[config.mk]
export PLATFORM = sky130hd
export DESIGN_NAME = mfprl_regs
export DESIGN_NICKNAME = d
export VERILOG_FILES = /design/src/sv/mfprl_pkg.sv /design/src/sv/mfprl_regs.sv
export SDC_FILE = /design/constraint.sdc
export NUM_CORES = 1
export LEC_CHECK = 0
export BUFFER_PORTS_ARGS = -buffer_cell sky130_fd_sc_hd__buf_2
export CELL_PAD_IN_SITES_DETAIL_PLACEMENT = 1
export CELL_PAD_IN_SITES_GLOBAL_PLACEMENT = 1
export CORE_MARGIN = 10
export CORE_UTILIZATION = 38
export CTS_BUF_LIST = sky130_fd_sc_hd__clkbuf_8
export DETAILED_ROUTE_END_ITERATION = 8
export PLACE_DENSITY_LB_ADDON = 0.1
export SLEW_MARGIN = 10
export SYNTH_ARGS = -nofsm -noshare
export SYNTH_HDL_FRONTEND = slang
export SYNTH_SLANG_ARGS = --single-unit
[constraint.sdc]
create_clock -name clk -period 1.8 [get_ports clk]
set_input_delay 0.36 -clock clk [delete_from_list [all_inputs] [get_ports clk]]
set_output_delay 0.36 -clock clk [all_outputs]
set_load 0.02 [all_outputs]
[src/sv/mfprl_pkg.sv]
`timescale 1ns / 1ps
`default_nettype none
// ----------------------------------------------------------------------------
// Mesh forward policy package
// Shared types, constants and register codes for the forwarding policy and
// flood rate limiter.
// ----------------------------------------------------------------------------
package mfprl_pkg;

    localparam int HASH_BITS   = 8;
    localparam int BLOCK_SLOTS = 8;
    localparam int HOP_CEILING = 64;

    localparam int NUM_BUCKETS = (1 << HASH_BITS) + 1;
    localparam int BUCKET_W    = HASH_BITS + 1;

    localparam int OUTQ_DEPTH  = 4;
    localparam int OUTQ_AW     = $clog2(OUTQ_DEPTH);
    localparam int OUTQ_CW     = OUTQ_AW + 1;

    localparam int PADDR_W     = 6;

    typedef enum logic [2:0] {
        REG_ENABLE        = 3'd0,
        REG_MAX_HOPS      = 3'd1,
        REG_BLOCKED_HASH  = 3'd2,
        REG_BLOCKED_COUNT = 3'd3,
        REG_DUTY_CEILING  = 3'd4,
        REG_FLOOD_LIMIT   = 3'd5,
        REG_WINDOW_MS     = 3'd6
    } reg_idx_t;

    typedef enum logic [2:0] {
        VERDICT_DISABLED = 3'd0,
        VERDICT_HOP      = 3'd1,
        VERDICT_BLOCKED  = 3'd2,
        VERDICT_BUDGET   = 3'd3,
        VERDICT_RATE     = 3'd4,
        VERDICT_FORWARD  = 3'd5
    } verdict_t;

    typedef struct packed {
        logic [7:0]  path_hash;
        logic        has_hash;
        logic        last_of_packet;
        logic [7:0]  hop_count;
        logic        is_flood;
        logic [31:0] now_ms;
        logic [15:0] used_permille;
    } in_item_t;

    typedef struct packed {
        logic        forward;
        logic [2:0]  verdict;
        logic [31:0] verdict_total;
    } out_item_t;

    typedef struct packed {
        logic        enable;
        logic [6:0]  max_hops;
        logic [63:0] blocked_hashes;
        logic [3:0]  blocked_count;
        logic [9:0]  duty_ceiling_permille;
        logic [15:0] flood_limit;
        logic [31:0] window_ms;
    } cfg_t;

    typedef struct packed {
        logic [31:0] start;
        logic [15:0] count;
    } bucket_t;

endpackage : mfprl_pkg
`default_nettype wire

[src/sv/mfprl_regs.sv]
`timescale 1ns / 1ps
`default_nettype none
// ----------------------------------------------------------------------------
// Mesh forward policy configuration registers
// APB-style register file holding the policy settings, with write clamping.
// ----------------------------------------------------------------------------
module mfprl_regs
    import mfprl_pkg::*;
(
    input  wire logic               clk,
    input  wire logic               rst_n,
    input  wire logic               psel,
    input  wire logic               penable,
    input  wire logic               pwrite,
    input  wire logic [PADDR_W-1:0] paddr,
    input  wire logic [63:0]        pwdata,
    output logic      [63:0]        prdata,
    output logic                    pready,
    output cfg_t                    cfg
);

    cfg_t     cfg_reg;
    cfg_t     cfg_next;
    reg_idx_t idx;
    logic     wr_en;
    logic [6:0] hops_wr;
    logic [3:0] count_wr;

    assign pready = 1'b1;
    assign idx    = reg_idx_t'(paddr[PADDR_W-1:3]);
    assign wr_en  = psel && penable && pwrite;
    assign cfg    = cfg_reg;

    always_comb
    begin
        hops_wr  = pwdata[6:0];
        count_wr = pwdata[3:0];
        if (hops_wr == 7'd0)
        begin
            hops_wr = 7'd1;
        end
        else if (hops_wr > 7'(HOP_CEILING))
        begin
            hops_wr = 7'(HOP_CEILING);
        end
        if (count_wr > 4'(BLOCK_SLOTS))
        begin
            count_wr = 4'(BLOCK_SLOTS);
        end

        cfg_next = cfg_reg;
        if (wr_en)
        begin
            unique case (idx)
                REG_ENABLE:        cfg_next.enable                = pwdata[0];
                REG_MAX_HOPS:      cfg_next.max_hops              = hops_wr;
                REG_BLOCKED_HASH:  cfg_next.blocked_hashes        = pwdata;
                REG_BLOCKED_COUNT: cfg_next.blocked_count         = count_wr;
                REG_DUTY_CEILING:  cfg_next.duty_ceiling_permille = pwdata[9:0];
                REG_FLOOD_LIMIT:   cfg_next.flood_limit           = pwdata[15:0];
                REG_WINDOW_MS:     cfg_next.window_ms             = pwdata[31:0];
                default:           cfg_next = cfg_reg;
            endcase
        end
    end

    always_ff @(posedge clk or negedge rst_n)
    begin
        if (!rst_n)
        begin
            cfg_reg.enable                <= 1'b0;
            cfg_reg.max_hops              <= (HOP_CEILING < 64) ? 7'(HOP_CEILING) : 7'd64;
            cfg_reg.blocked_hashes        <= '0;
            cfg_reg.blocked_count         <= '0;
            cfg_reg.duty_ceiling_permille <= '0;
            cfg_reg.flood_limit           <= '0;
            cfg_reg.window_ms             <= 32'd60000;
        end
        else
        begin
            cfg_reg <= cfg_next;
        end
    end

    always_comb
    begin
        unique case (idx)
            REG_ENABLE:        prdata = {63'd0, cfg_reg.enable};
            REG_MAX_HOPS:      prdata = {57'd0, cfg_reg.max_hops};
            REG_BLOCKED_HASH:  prdata = cfg_reg.blocked_hashes;
            REG_BLOCKED_COUNT: prdata = {60'd0, cfg_reg.blocked_count};
            REG_DUTY_CEILING:  prdata = {54'd0, cfg_reg.duty_ceiling_permille};
            REG_FLOOD_LIMIT:   prdata = {48'd0, cfg_reg.flood_limit};
            REG_WINDOW_MS:     prdata = {32'd0, cfg_reg.window_ms};
            default:           prdata = 64'd0;
        endcase
    end

endmodule : mfprl_regs
`default_nettype wire

[Word level (Yosys, flattened, before mapping)]
Index checks and enable logic that the tools add are counted.
Word-level totals
  bits in registers: 134
  bits of input ports: 75
  output and inout port bits: 199
  word-level logic and storage cells: 30
Cells by class
  order comparisons: 2
  equality and inequality tests: 6
  multiplexer cells: 4
  reduce and logical (&&, ||, !) cells: 11
Operators with widths (number)
  $pmux W64 S7: 1
  $mux W7: 2
  $reduce_and A2 Y1: 7
  $eq A3 B3 Y1 const B: 3
  $gt A7 B7 Y1 const B: 1
  $logic_not A7 Y1: 1
  $eq A3 B2 Y1 const B: 2
  $gt A4 B4 Y1 const B: 1
  $mux W4: 1
  $eq A3 B1 Y1 const B: 1
  $logic_not A3 Y1: 1
  $logic_and A1 B1 Y1: 2

[Depth between registers and ports, before layout]
  depth in word-level cells: 3
  depth in mapped cells: 5
  mapped depth without buffers: 3

[Worst setup path before layout]
OpenSTA, ideal clock, no wires.
  path kind: input port to output port
  from: input port paddr[3]
  to: output port prdata[10]
  data arrival time: 1.553 ns
  required time: 1.440 ns
  slack: -0.113 ns
  stages: 5
  cell sequence: buf_4 > nor2b_1 > buf_2 > a22oi_1 > o21ai_0
Between the ends
  cells in the longest elaborated chain, start to end: 2
  elaborated cells on any way between the ends: 8
  those cells by class: eq/ne: 6; mux: 1; reduce/logical: 1
Ends and longest elaborated chain
  start: declaration: RTL line mfprl_regs.sv:15  | input wire logic [PADDR_W-1:0] paddr,
  $eq A3 B3 Y1 (tied with other cells): RTL line mfprl_regs.sv:87  | unique case (idx)
  $pmux W64 S7 *: RTL line mfprl_regs.sv:87
  end: declaration: RTL line mfprl_regs.sv:17  | output logic [63:0] prdata,
Mark *: on every way between the ends. The rest lies on a longest branch, timed or not.

[Final worst setup path]
  from: register cfg_reg, in the netlist cfg[58]
  to: output port prdata[0]
Between the ends
  cells in the longest elaborated chain, start to end: 1
Ends and longest elaborated chain
  start: declaration: RTL line mfprl_regs.sv:22  | cfg_t cfg_reg;
  start signal: assignment: RTL line mfprl_regs.sv:81  | cfg_reg <= cfg_next;
  $pmux W64 S7: RTL line mfprl_regs.sv:87
Every way passes these cells.

==> reports/metrics.cfg <==
[die]
start_util_pct = 38.7
core_sq_um = 15800
num_io_pins = 274
die_w_microns = 147
rows = 46
die_h_microns = 147
die-area_sq_um = 21600

[sta]
slew_headroom_pct = 62.7
finalCriticalPeriod_ps = 2110
rsz0062_at_grt = true
fin_crit_sh_pct = 117
layout_setup_ws_ps = -306
report.final.slew_viol_count = 0
whs_ps = 127
tightest_slew_ps = 560
setup_viol_count_final = 17
hold_viol_final = 0
fmaxAchievable_mhz = 475
fin_skew_ps = 0

[global_routing]
grt_remaining_overflow = 0
grt_start_max_net_pins = 55
grt_pass1_vias = 5888
grt_antenna_before_repair = 0
grt_usage_pct = 20.5
grt_pass1_wl_microns = 34700

[pwr]
p_sw_w = 0.00341
power_frac_comb_pct = 30.2
leakagePower_nw = 4.78
seq_power_share_pct = 40.5
p_int_w = 0.00672
clockPowerShare_pct = 29.3
power.density_nw_per_um2 = 1090
peakVddDrop_v = 0.000569
swShare_pct = 33.7

[min_path]
hp-class = primary input to register

[yosys]
ys_ff_latch = 134
synth.net_count = 519
synth_edf_count = 0
synth.distinct_cells = 40
ys_async_sr_fraction_pct = 100
yosysWarnings = 0
ys_seq_area_share_pct = 54.9
syn_area_per_cell_sq_um = 13.8
syn-instance-count = 444
synth_area_sq_um = 6120
synth-main-ff-cell = dfrtp_1

[clock_network]
clock-root-buffer = clkbuf_8
clk_latency_ps = 440
cts_inserted_buffers = 17
clockBufferDepth = 2
ctsHtreeMaxLevel = 4
cts_sinks = 134
cts_tree = yes
clkTransAtPathRegs_ps = 70

[worst_setup_path]
path_class = register to output pin
cp.arrival_ps = 1750
end_kind = output pin
start_kind = register
worstPathMaxFanout = 2
required_ps = 1440

[drt]
drc = 0
ant_nets = 0
drtIter0Drc = 116
post_drt_via_cell_ratio = 5.05
first_pass_iters = 4
avgRoutedWirePerCell_microns = 22.1
wl_microns = 22400
vias = 5105

[outcome]
violations = setup timing
status = complete, but fails checks

[layout]
post-route-util_pct = 58.6
final_common_cell = buf_2
diodes = 0
drive_gt1_share_pct = 70.9
final_cell_mix = buf_2, dfrtp_1, mux2_2, buf_4, buf_6
largest_register_ffs = 134
final_nets = 856
area_growth_pct = 51.3

[place]
gp_congestion = 0.858
portBuffers = 269
place.detailed.hpwl_microns = 16600

[job]
maxCapViolCount = 0

## logic make-up (layout without fill, tap and decap cells)
kind of cell	count (synthesis)	count (layout)	synth area share, %
other cells	1	1	0.0612
buf+inv	35	385	3.31
compound gates	63	63	7.60
simple gates	71	71	7.93
flops	134	134	54.9
mux	140	140	26.2
## through the flow
step	setup WS [ps]	total power, W	cells	TNS (ps)	cell area (sq um)
finish	-306	0.0101	1010	-587	9270
global route	-349	0.0107	1010	-1980	9270
CTS	-326	0.0102	1005	-893	9020
detailed placement	-227	0.00696	950	-13380	8090
global placement	-222	0.00684	950	-11100	8090
floorplan	7.13	0.00564	444	0	6120
## cells in the mapped netlist (2+ instances only)
master | instances | area share (%)
mux2_2 | 124 | 23
dfrtp_1 | 126 | 51
a21oi_1 | 2 | 0.16
nand2_1 | 9 | 0.55
and2_1 | 32 | 3.3
nor2_2 | 3 | 0.31
a22o_1 | 16 | 2.3
nor2b_1 | 9 | 0.92
o41ai_1 | 3 | 0.43
mux2i_1 | 5 | 0.82
buf_2 | 9 | 0.74
o22ai_1 | 5 | 0.51
o21ai_0 | 11 | 0.90
mux2_1 | 4 | 0.74
o221ai_1 | 2 | 0.29
clkbuf_1 | 6 | 0.37
inv_1 | 4 | 0.25
nand2b_1 | 2 | 0.20
mux2_4 | 6 | 1.5
nor2_1 | 3 | 0.18
a22oi_1 | 19 | 2.3
and3b_1 | 5 | 0.71
dfstp_2 | 8 | 3.4
o2bb2ai_1 | 2 | 0.29
buf_4 | 14 | 1.7
## metal layers
metal,track usage [%],vias to the layer above,routed length (microns)
met1,23.7,2611,9210
met2,34.5,182,11100
met3,6.73,30,1480
met5,0,-,0
li1,-,2282,-
met4,7.63,0,512
## cell type report
cell class	count	area, sq um
Fill cell	1644	6560
Sequential cell	134	3360
Multi-Input combinational cell	275	2730
Timing Repair Buffer	348	2410
Tap cell	216	270
Clock inverter	15	238
Clock buffer	17	234
Inverter	5	18.8
## worst max-delay path: stages, from the launching register on
cell and delay (ps):
dfrtp_1 390, mux4_2 490, mux2_4 290, buf_6 130
## worst paths after layout
kind                                          start                   end  slack, ps  cells past startpoint
worst min register to register  cfg[91]$_DFFE_PN0P_   cfg[91]$_DFFE_PN0P_        520                      1
worst min-delay path                     pwdata[55]  cfg[117]$_DFFE_PN0P_        130                      2
min in group asynchronous                     rst_n   cfg[38]$_DFFE_PN0P_        460                      2
max in group asynchronous                     rst_n   cfg[97]$_DFFE_PN0P_        700                      3
worst max register to register  cfg[34]$_DFFE_PN0P_   cfg[34]$_DFFE_PN0P_        870                      2
worst max-delay path            cfg[58]$_DFFE_PN0P_             prdata[0]       -310                      3
## power groups by stage
stage	combinational (W)	sequential (W)	clock, W
global route	0.00326	0.00420	0.00320
finish	0.00306	0.00410	0.00297
global placement	0.00275	0.00409	0
detailed placement	0.00282	0.00414	0
CTS	0.00304	0.00408	0.00303
floorplan	0.000885	0.00475	0
## timing repair
| item | in CTS | in global routing |
|---|---|---|
| setup endpoints to repair | 64 | 64 |
| cloned | 2 | 1 |
| buffers inserted | 21 | 6 |
| endpoints found under the hold margin | 41 | 0 |
| gates resized for setup | 73 | 71 |
| pin swaps | 13 | 12 |
| hold buffers | 1 | 0 |
(Power assumes the default switching activity.)
