## src/sv/mfprl_pkg.sv

```systemverilog
`timescale 1ns / 1ps
`default_nettype none
// ----------------------------------------------------------------------------
// Mesh forward policy package
// Shared types, constants and register codes for the forwarding policy and
// flood rate limiter.
// ----------------------------------------------------------------------------
package mfprl_pkg;

    localparam int HASH_BITS   = 8;
    localparam int BLOCK_SLOTS = 8;
    localparam int HOP_CEILING = 64;

    localparam int NUM_BUCKETS = (1 << HASH_BITS) + 1;
    localparam int BUCKET_W    = HASH_BITS + 1;

    localparam int OUTQ_DEPTH  = 4;
    localparam int OUTQ_AW     = $clog2(OUTQ_DEPTH);
    localparam int OUTQ_CW     = OUTQ_AW + 1;

    localparam int PADDR_W     = 6;

    typedef enum logic [2:0] {
        REG_ENABLE        = 3'd0,
        REG_MAX_HOPS      = 3'd1,
        REG_BLOCKED_HASH  = 3'd2,
        REG_BLOCKED_COUNT = 3'd3,
        REG_DUTY_CEILING  = 3'd4,
        REG_FLOOD_LIMIT   = 3'd5,
        REG_WINDOW_MS     = 3'd6
    } reg_idx_t;

    typedef enum logic [2:0] {
        VERDICT_DISABLED = 3'd0,
        VERDICT_HOP      = 3'd1,
        VERDICT_BLOCKED  = 3'd2,
        VERDICT_BUDGET   = 3'd3,
        VERDICT_RATE     = 3'd4,
        VERDICT_FORWARD  = 3'd5
    } verdict_t;

    typedef struct packed {
        logic [7:0]  path_hash;
        logic        has_hash;
        logic        last_of_packet;
        logic [7:0]  hop_count;
        logic        is_flood;
        logic [31:0] now_ms;
        logic [15:0] used_permille;
    } in_item_t;

    typedef struct packed {
        logic        forward;
        logic [2:0]  verdict;
        logic [31:0] verdict_total;
    } out_item_t;

    typedef struct packed {
        logic        enable;
        logic [6:0]  max_hops;
        logic [63:0] blocked_hashes;
        logic [3:0]  blocked_count;
        logic [9:0]  duty_ceiling_permille;
        logic [15:0] flood_limit;
        logic [31:0] window_ms;
    } cfg_t;

    typedef struct packed {
        logic [31:0] start;
        logic [15:0] count;
    } bucket_t;

endpackage : mfprl_pkg
`default_nettype wire

```

## src/sv/mfprl_out_queue.sv

```systemverilog
`timescale 1ns / 1ps
`default_nettype none
// ----------------------------------------------------------------------------
// Mesh forward policy result queue
// Small FIFO that decouples the decision pipeline from the result receiver.
// ----------------------------------------------------------------------------
module mfprl_out_queue
    import mfprl_pkg::*;
(
    input  wire logic               clk,
    input  wire logic               rst_n,
    input  wire logic               push,
    input  wire out_item_t          push_data,
    output logic                    result_valid,
    input  wire logic               result_stall,
    output out_item_t               result,
    output logic      [OUTQ_CW-1:0] count
);

    out_item_t            slot_reg [OUTQ_DEPTH];
    logic [OUTQ_AW-1:0]   wr_ptr_reg;
    logic [OUTQ_AW-1:0]   rd_ptr_reg;
    logic [OUTQ_CW-1:0]   count_reg;
    logic                 pop;

    assign result_valid = (count_reg != '0);
    assign result       = slot_reg[rd_ptr_reg];
    assign pop          = result_valid && !result_stall;
    assign count        = count_reg;

    always_ff @(posedge clk)
    begin
        if (push)
        begin
            slot_reg[wr_ptr_reg] <= push_data;
        end
    end

    always_ff @(posedge clk or negedge rst_n)
    begin
        if (!rst_n)
        begin
            wr_ptr_reg <= '0;
            rd_ptr_reg <= '0;
            count_reg  <= '0;
        end
        else
        begin
            if (push)
            begin
                wr_ptr_reg <= wr_ptr_reg + 1'b1;
            end
            if (pop)
            begin
                rd_ptr_reg <= rd_ptr_reg + 1'b1;
            end
            if (push && !pop)
            begin
                count_reg <= count_reg + 1'b1;
            end
            else if (pop && !push)
            begin
                count_reg <= count_reg - 1'b1;
            end
        end
    end

endmodule : mfprl_out_queue
`default_nettype wire

```

## config.mk

```make
export PLATFORM = sky130hd
export DESIGN_NAME = mfprl_out_queue
export DESIGN_NICKNAME = d
export VERILOG_FILES = /design/src/sv/mfprl_pkg.sv /design/src/sv/mfprl_out_queue.sv
export SDC_FILE = /design/constraint.sdc
export NUM_CORES = 1
export LEC_CHECK = 0
export ABC_AREA = 1
export BUFFER_PORTS_ARGS = -buffer_cell sky130_fd_sc_hd__buf_4
export CORE_MARGIN = 5
export CORE_UTILIZATION = 40
export CTS_BUF_LIST = sky130_fd_sc_hd__clkbuf_8
export DETAILED_ROUTE_END_ITERATION = 10
export SLEW_MARGIN = 20
export SYNTH_ARGS = -nofsm -noshare
export SYNTH_HDL_FRONTEND = slang
export SYNTH_SLANG_ARGS = --single-unit
```

## constraint.sdc

```tcl
create_clock -name clk -period 1.7 [get_ports clk]
set_input_delay 0.34 -clock clk [delete_from_list [all_inputs] [get_ports clk]]
set_output_delay 0.34 -clock clk [all_outputs]
set_load 0.05 [all_outputs]
```

Word-level counts from Yosys, hierarchy flattened
Memories as Yosys holds them, arrays and structs flattened.
Cells that the tools add are included.

word-level totals
  register bits = 7
  bits in writable memories = 144
  input bits = 40
  output and inout bits = 40
  logic and storage cells = 20
  memories = 1

memory list
  memory    words  bits a word  rd ports  clocked after memory_dff  wr ports  line                   RTL
  slot_reg  4      36           1         0                         1         mfprl_out_queue.sv:20  out_item_t slot_reg [OUTQ_DEPTH];

cells by class
  $add $sub $neg = 4
  mux-type cells = 4
  reductions and logical operators = 8

operators by type and width
  cell                   count
  $mux W3                2
  $add A2 B1 Y2 const B  2
  $add A3 B1 Y3 const B  1
  $logic_and A1 B1 Y1    3
  $logic_not A1 Y1       3
  $reduce_bool A3 Y1     1
  $sub A3 B1 Y3 const B  1
  $mux W1                2
  $reduce_bool A2 Y1     1

Logic depth before layout (Yosys ltp)
Gate-level depths: netlist of the first run.

  depth after elaboration = 5
  mapped depth = 11
  mapped depth without buffers = 11

Worst setup path after synthesis of the first run
Ideal clock, no wire load.

  path type = reg-to-reg
  start = register count_reg[0] (netlist: count[0])
  end = register count_reg[2] (netlist: count[2])
  library setup time = 0.119 ns
  data arrival time = 2.125 ns
  data required time = 1.581 ns
  setup slack = -0.544 ns
  stages on the path, launching flop included = 11
  buffers on the path = 0
  clock period less this slack = 2.244 ns
  cells stage by stage = dfrtp_1 nor2_1 nand2_1 nand2_1 ha_1 inv_1 fa_1 nand2_1 nand3_1 nand2_1 nand2_1

on the way
  word-level cells in the longest chain between the ends = 5
  elaborated cells between the ends (all ways) = 10
  those cells by class = add/sub (2); mux (2); reduce/logical (6)

ends and longest elaborated chain
  element                                               line                   RTL
  start, declared                                       mfprl_out_queue.sv:23  logic [OUTQ_CW-1:0] count_reg;
  start signal, assigned                                mfprl_out_queue.sv:59  count_reg <= count_reg + 1'b1;
  start signal, assigned                                mfprl_out_queue.sv:63  count_reg <= count_reg - 1'b1;
  $reduce_bool A3 Y1 *                                  mfprl_out_queue.sv:26  assign result_valid = (count_reg != '0);
  net result_valid                                      mfprl_out_queue.sv:14  output logic result_valid,
  $logic_and A1 B1 Y1 *                                 mfprl_out_queue.sv:28  assign pop = result_valid && !result_stall;
  $logic_not A1 Y1                                      mfprl_out_queue.sv:57  if (push && !pop)
  $logic_and A1 B1 Y1                                   mfprl_out_queue.sv:57
  $mux W3 / $reduce_bool A2 Y1 (equally long branches)  --

Mark *: on every way through the listed nets, which the timed path passes. The rest lies on a longest branch. The select of a mux whose other input is x is not followed.
A chain may end at the register's enable or synchronous reset.

==> impl_metrics.tcl, run 1 <==
set metrics [dict create \
    yosysSeqAreaShare_pct 72.41 \
    slowest_delay_ns 0.39 \
    area_delta_synth_final_pct 23.18 \
    rsz0062_at_grt "true" \
    max_slew.worst_pin.slew_ns 0.4282 \
    synth.distinct_cells 19 \
    grt_pass1_vias 3729 \
    drive_gt1_share_pct 25.26 \
    initial_core_util_pct 40.87 \
    required_ns 1.36 \
    fmax_mhz 495.5 \
    hold_class "in -> reg" \
    critPathKind "reg -> out" \
    drt_iter0_drc 186 \
    dp.cells 733 \
    syn_nets 520 \
    nets 619 \
    ant_nets 0 \
    power.total_mw 15.23 \
    crit_arrival_ns 1.68 \
    fin_crit_sh_pct 118.7 \
    max_slew_margin_pct 71.45 \
    ys_seq_elements 151 \
    timing.final.crit_period_ns 2.018 \
    fin_skew_ns 0.009815 \
    largest_reg_flops 144 \
    yosys_warnings 0 \
    die_area_um2 18130 \
    dp_hpwl_um 7384 \
    drt_pre_antenna_iters 4 \
    coreArea_um2 15200 \
    clock-sinks 151 \
    grt_max_degree 45 \
    numCtsBuffers 17 \
    cp-end-kind "output port" \
    die_y_um 134.6 \
    setup-tns-final_ns -10.21 \
    clk_latency_ns 0.44 \
    crit_path_max_fanout 12 \
    place.port_buffers 79 \
    grt_overflow 0 \
    setup_ws_ns -0.3180 \
    violations "setup timing" \
    cts_htree_levels 4 \
    rows 45 \
    final_cells 774 \
    fill_cells 1313 \
    drcViolationCount 0 \
    ir_drop_v 0.001169 \
    finalHoldViolCount 0 \
    root_buffer "clkbuf_8" \
    cap_violations 0 \
    clk_pin_slew_ns 0.07 \
    antenna_found_initial 0 \
    fin_util_pct 50.35 \
    crit_chain "inv_4 -> buf_12 -> buf_16 -> o211ai_1 -> nand2_1 -> buf_6" \
    powerDensity_nw_per_um2 1990 \
    antennaDiodeCount 0 \
    start_kind "flip-flop" \
    die_x_um 134.6 \
    viasPerCell 4.734 \
    status "finished, violations left" \
    syn_inst 474 \
    totalWireLength_um 12320 \
    slew_violations 0 \
    cts_tree "yes" \
    synth_area_um2 6213 \
    postSynthAreaPerCell_um2 13.11 \
    wl_per_cell_um 15.92 \
    io_pins 80 \
    clock_path_buffers 2 \
    vias 3664 \
    grt_pass1_wl_um 19310 \
    track_usage_pct 14.11 \
    leakage_nw 3.133 \
    setup_viol 36 \
    crit_slowest_cell "dfrtp_1" \
    gp_congestion 0.7247 \
]
final timing paths:
| path | depth (start not counted) | slack (ns) | startpoint | end |
|---|---|---|---|---|
| worst max-delay path | 6 | -0.32 | rd_ptr_reg[0] | result[19] |
| worst min-delay path | 1 | 0.1 | push_data[17] | slot_reg[3][17] |
| worst max register to register | 10 | 0.05 | count[0] | count[2] |
| worst min register to register | 2 | 0.53 | count[2] | count[2] |
| max in group asynchronous | 2 | 1.32 | rst_n | count[1] |
| min in group asynchronous | 2 | 0.24 | rst_n | count[0] |
layout by cell type, fill, tap and decap left out, types with 5 or more instances in the layout:
cell,netlist,final
o211ai_1,72,72
buf_4,4,60
buf_12,0,7
clkbuf_8,6,20
inv_1,83,84
buf_6,10,33
edfxtp_1,144,144
clkinv_2,0,5
nand2_1,127,121
cell usage after synthesis:
master      n  area [µm²]
o21ai_1     1       5.000
buf_2       3       15.01
fa_1        1       20.02
clkbuf_1    1       3.750
inv_1      83       311.6
buf_6      10       112.6
nor2_1      2       7.510
edfxtp_1  144        4324
inv_2       2       7.510
buf_4       4       30.03
xor2_1      1       8.760
xnor2_1     1       8.760
nand2_1   127       476.7
o211ai_1   72       540.5
dfrtp_1     7       175.2
ha_1        5       62.56
nand3_1     3       15.01
clkbuf_8    6       82.58
nand4_1     1       6.260
final cells by class:
cell class,count,area (µm²),share of cell area [%]
multi-input cells,214,1199,15.66
clock buffers,20,275.3,3.597
clock inverters,12,51.30,0.6703
inverters,85,336.6,4.398
flip-flops and latches,151,4504,58.85
repair buffers,104,1052,13.75
well taps,188,235.2,3.073
timing repair:
| action | in CTS | in global routing |
|---|---|---|
| gates resized for setup | 38 | 1 |
| hold buffers | 1 | 0 |
| hold endpoints to repair | 7 | 0 |
| endpoints found under the setup margin | 36 | 38 |
| pin swaps | 2 | 1 |
| gates cloned | 2 | 1 |
| setup buffers | 2 | 3 |
report_power, final:
part	switching [mW]	internal, mW
Combinational	5.19	2.70
Clock	1.17	1.07
Sequential	0.214	4.88
Total	6.58	8.66
kinds of logic after synthesis:
family                     synth area share, %
DFF                                      72.41
and+or+nand+nor                          8.135
buffers and inverters                    9.062
AOI/OAI and AO/OA                        8.780
adders and majority gates                1.329
xor gates and xnor gates                0.2820
critical path: cells and delay by family, from the launching register on:
family          cells  cell delay (ns)
flops               1             0.39
buf+inv             4             0.57
compound gates      1             0.16
simple gates        1             0.12
stage by stage:
stage | worst slack [ns] | hold WS (ns) | instance area [µm²]
2_1_floorplan | -0.07187 | 0.04441 | 6270
3_3_place_gp | 0.1386 | 0.1587 | 7053
3_5_place_dp | 0.05591 | 0.1586 | 7053
4_1_cts | -0.3494 | 0.06516 | 7602
5_1_grt | -0.4755 | 0.04765 | 7654
6_report | -0.3180 | 0.09704 | 7654
per-layer routing:
metal | up-vias | global-route usage [%] | part of all wire, %
met2 | 84 | 23.10 | 48
met5 | - | 0 | 0
met1 | 1738 | 17.43 | 45
li1 | 1832 | - | -
met3 | 10 | 5.291 | 5.7
met4 | 0 | 4.412 | 0.92
Power figures use the tool's default switching activity.
==> run 2: changes to the inputs <==
--- a/config.mk
+++ b/config.mk
@@ -6,11 +6,11 @@
 export NUM_CORES = 1
 export LEC_CHECK = 0
 export ABC_AREA = 1
-export BUFFER_PORTS_ARGS = -buffer_cell sky130_fd_sc_hd__buf_4
 export CORE_MARGIN = 5
 export CORE_UTILIZATION = 40
 export CTS_BUF_LIST = sky130_fd_sc_hd__clkbuf_8
 export DETAILED_ROUTE_END_ITERATION = 10
+export DONT_BUFFER_PORTS = 1
 export SLEW_MARGIN = 20
 export SYNTH_ARGS = -nofsm -noshare
 export SYNTH_HDL_FRONTEND = slang
==> run 2 against run 1 <==
  * Sequential share of layout area is 2.2 points lower
  * Clock skew is 0.0016 ns lower
  * Sequential power hardly changed
  * Hold slack better by 0.012 ns
  * Clock power is 33% higher
  * Die area stayed put
  * Critical path type unchanged
  * The flow still finishes with violations (setup timing)
  * Fmax is 0.42% lower
  * Sequential cell count stayed put
  * Global-route usage is 0.31 points lower
  * Largest cell class unchanged
==> impl_metrics.tcl, run 2 (synthesis results as in run 1) <==
set metrics [dict create \
    setup_viol 36 \
    drt_pre_antenna_iters 4 \
    cp-end-kind "output port" \
    dp_worst_setup_slack_ns 0.1167 \
    fin_crit_sh_pct 119.2 \
    nets 619 \
    crit_slowest_cell "dfrtp_2" \
    fmax_mhz 493.5 \
    clk_pin_slew_ns 0.08 \
    gp_congestion 0.7413 \
    die_y_um 134.6 \
    initial_core_util_pct 40.87 \
    root_buffer "clkbuf_8" \
    cts_tree "yes" \
    critPathKind "reg -> out" \
    crit_path_max_fanout 19 \
    numCtsBuffers 17 \
    wl_per_cell_um 16.79 \
    cts_htree_levels 4 \
    leakage_nw 3.167 \
    timing.final.crit_period_ns 2.026 \
    start_kind "flip-flop" \
    clock_path_buffers 2 \
    viasPerCell 4.833 \
    clock-sinks 151 \
    die_x_um 134.6 \
    clk_latency_ns 0.43 \
    grt_pass1_wl_um 18900 \
    coreArea_um2 15200 \
    io_pins 80 \
    drt_iter0_drc 153 \
    vias 3741 \
    grt_max_degree 42 \
    layout_common_cells "edfxtp_1, nand2_1, inv_1" \
    rows 45 \
    drive_gt1_share_pct 19.62 \
    slowest_delay_ns 0.50 \
    grt_pass1_vias 3693 \
    area_delta_synth_final_pct 27.95 \
    die_area_um2 18130 \
    status "finished, violations left" \
    crit_chain "inv_8 -> buf_16 -> nand2_1 -> o211ai_1 -> nand2_1 -> buf_6" \
    max_slew_margin_pct 74.46 \
    ant_nets 0 \
    finalHoldViolCount 0 \
    antennaDiodeCount 0 \
    power.total_mw 16.27 \
    track_usage_pct 13.80 \
    crit_arrival_ns 1.69 \
    slew_violations 0 \
    max_slew.worst_pin.slew_ns 0.3818 \
    largest_reg_flops 144 \
    ir_drop_v 0.001291 \
    fill_cells 1270 \
    hold_class "in -> reg" \
    cap_violations 0 \
    totalWireLength_um 13000 \
    fin_skew_ns 0.008196 \
    dp_hpwl_um 7597 \
    violations "setup timing" \
    powerDensity_nw_per_um2 2046 \
    cpMostUsedCell "nand2_1" \
    place.port_buffers 0 \
    final_common_cell "edfxtp_1" \
    drcViolationCount 0 \
    rsz0062_at_grt "true" \
    required_ns 1.36 \
    setup_ws_ns -0.3265 \
    antenna_found_initial 0 \
    grt_overflow 0 \
]
[run 2: cell types whose count changed in the layout (fill, tap and decap cells not counted), moves of 4 or more]
| cell | change |
|---|---|
| buf_4 | -47 |
| buf_6 | +5 |
| bufinv_16 | +4 |
| clkbuf_16 | +4 |
| dlygate4sd3_1 | +37 |
| inv_1 | -5 |
[run 2: what timing repair did]
action	4_1_cts	5_1_grt
setup endpoints to repair	36	37
endpoints found under the hold margin	153	0
resized for setup	36	7
setup buffers	0	0
pin swaps	1	6
gates cloned	0	8
hold buffers	38	0
[run 2: where the power goes]
group / switching, mW / internal [mW] / total, mW
clock network: 1.28 / 1.71 / 2.99
registers: 0.230 / 4.88 / 5.11
logic: 5.29 / 2.87 / 8.16
[run 2: path summary, 6_finish.rpt]
check,start,endpoint,slack [ns],cells past startpoint
max reg2reg,count[1],count[2],0.09,10
min reg2reg,wr_ptr_reg[0],wr_ptr_reg[0],0.53,1
min in group asynchronous,rst_n,count[0],0.25,1
max in group asynchronous,rst_n,rd_ptr_reg[1],1.15,1
max,rd_ptr_reg[0],result[1],-0.33,6
min,push,count[0],0.11,2
[run 2: cell type report]
type | count | area [µm²] | area share, %
Clock buffer | 20 | 275.3 | 3.462
Clock inverter | 12 | 173.9 | 2.188
Inverter | 85 | 341.6 | 4.297
Multi-Input combinational cell | 214 | 1191 | 14.98
Sequential cell | 151 | 4506 | 56.67
Tap cell | 188 | 235.2 | 2.959
Timing Repair Buffer | 103 | 1219 | 15.33
Timing Repair inverter | 1 | 8.758 | 0.1102
[run 2: through the flow]
stage	hold WS, ns	utilization [%]	cell area, µm²	setup TNS, ns	std cells
after detailed placement	0.04468	44.81	6813	0	696
after global routing	0.09012	52.30	7950	-14.71	774
after global placement	0.04473	44.81	6813	0	696
after CTS	0.06983	51.16	7777	-11.44	766
final	0.1086	52.30	7950	-10.71	774
after floorplan	0.04441	-	6270	-0.1291	474
[run 2: per-layer routing]
layer	track usage (%)	part of all wire [%]
met5	0	0
met4	5.600	2.0
met3	3.987	4.0
met2	22.90	49
met1	16.98	45
[run 2: critical path, delay by kind of cell, from the launching register on]
| family | cells | cell delay, ns |
|---|---|---|
| compound gates | 1 | 0.10 |
| buf+inv | 3 | 0.49 |
| flops | 1 | 0.50 |
| simple gates | 2 | 0.16 |
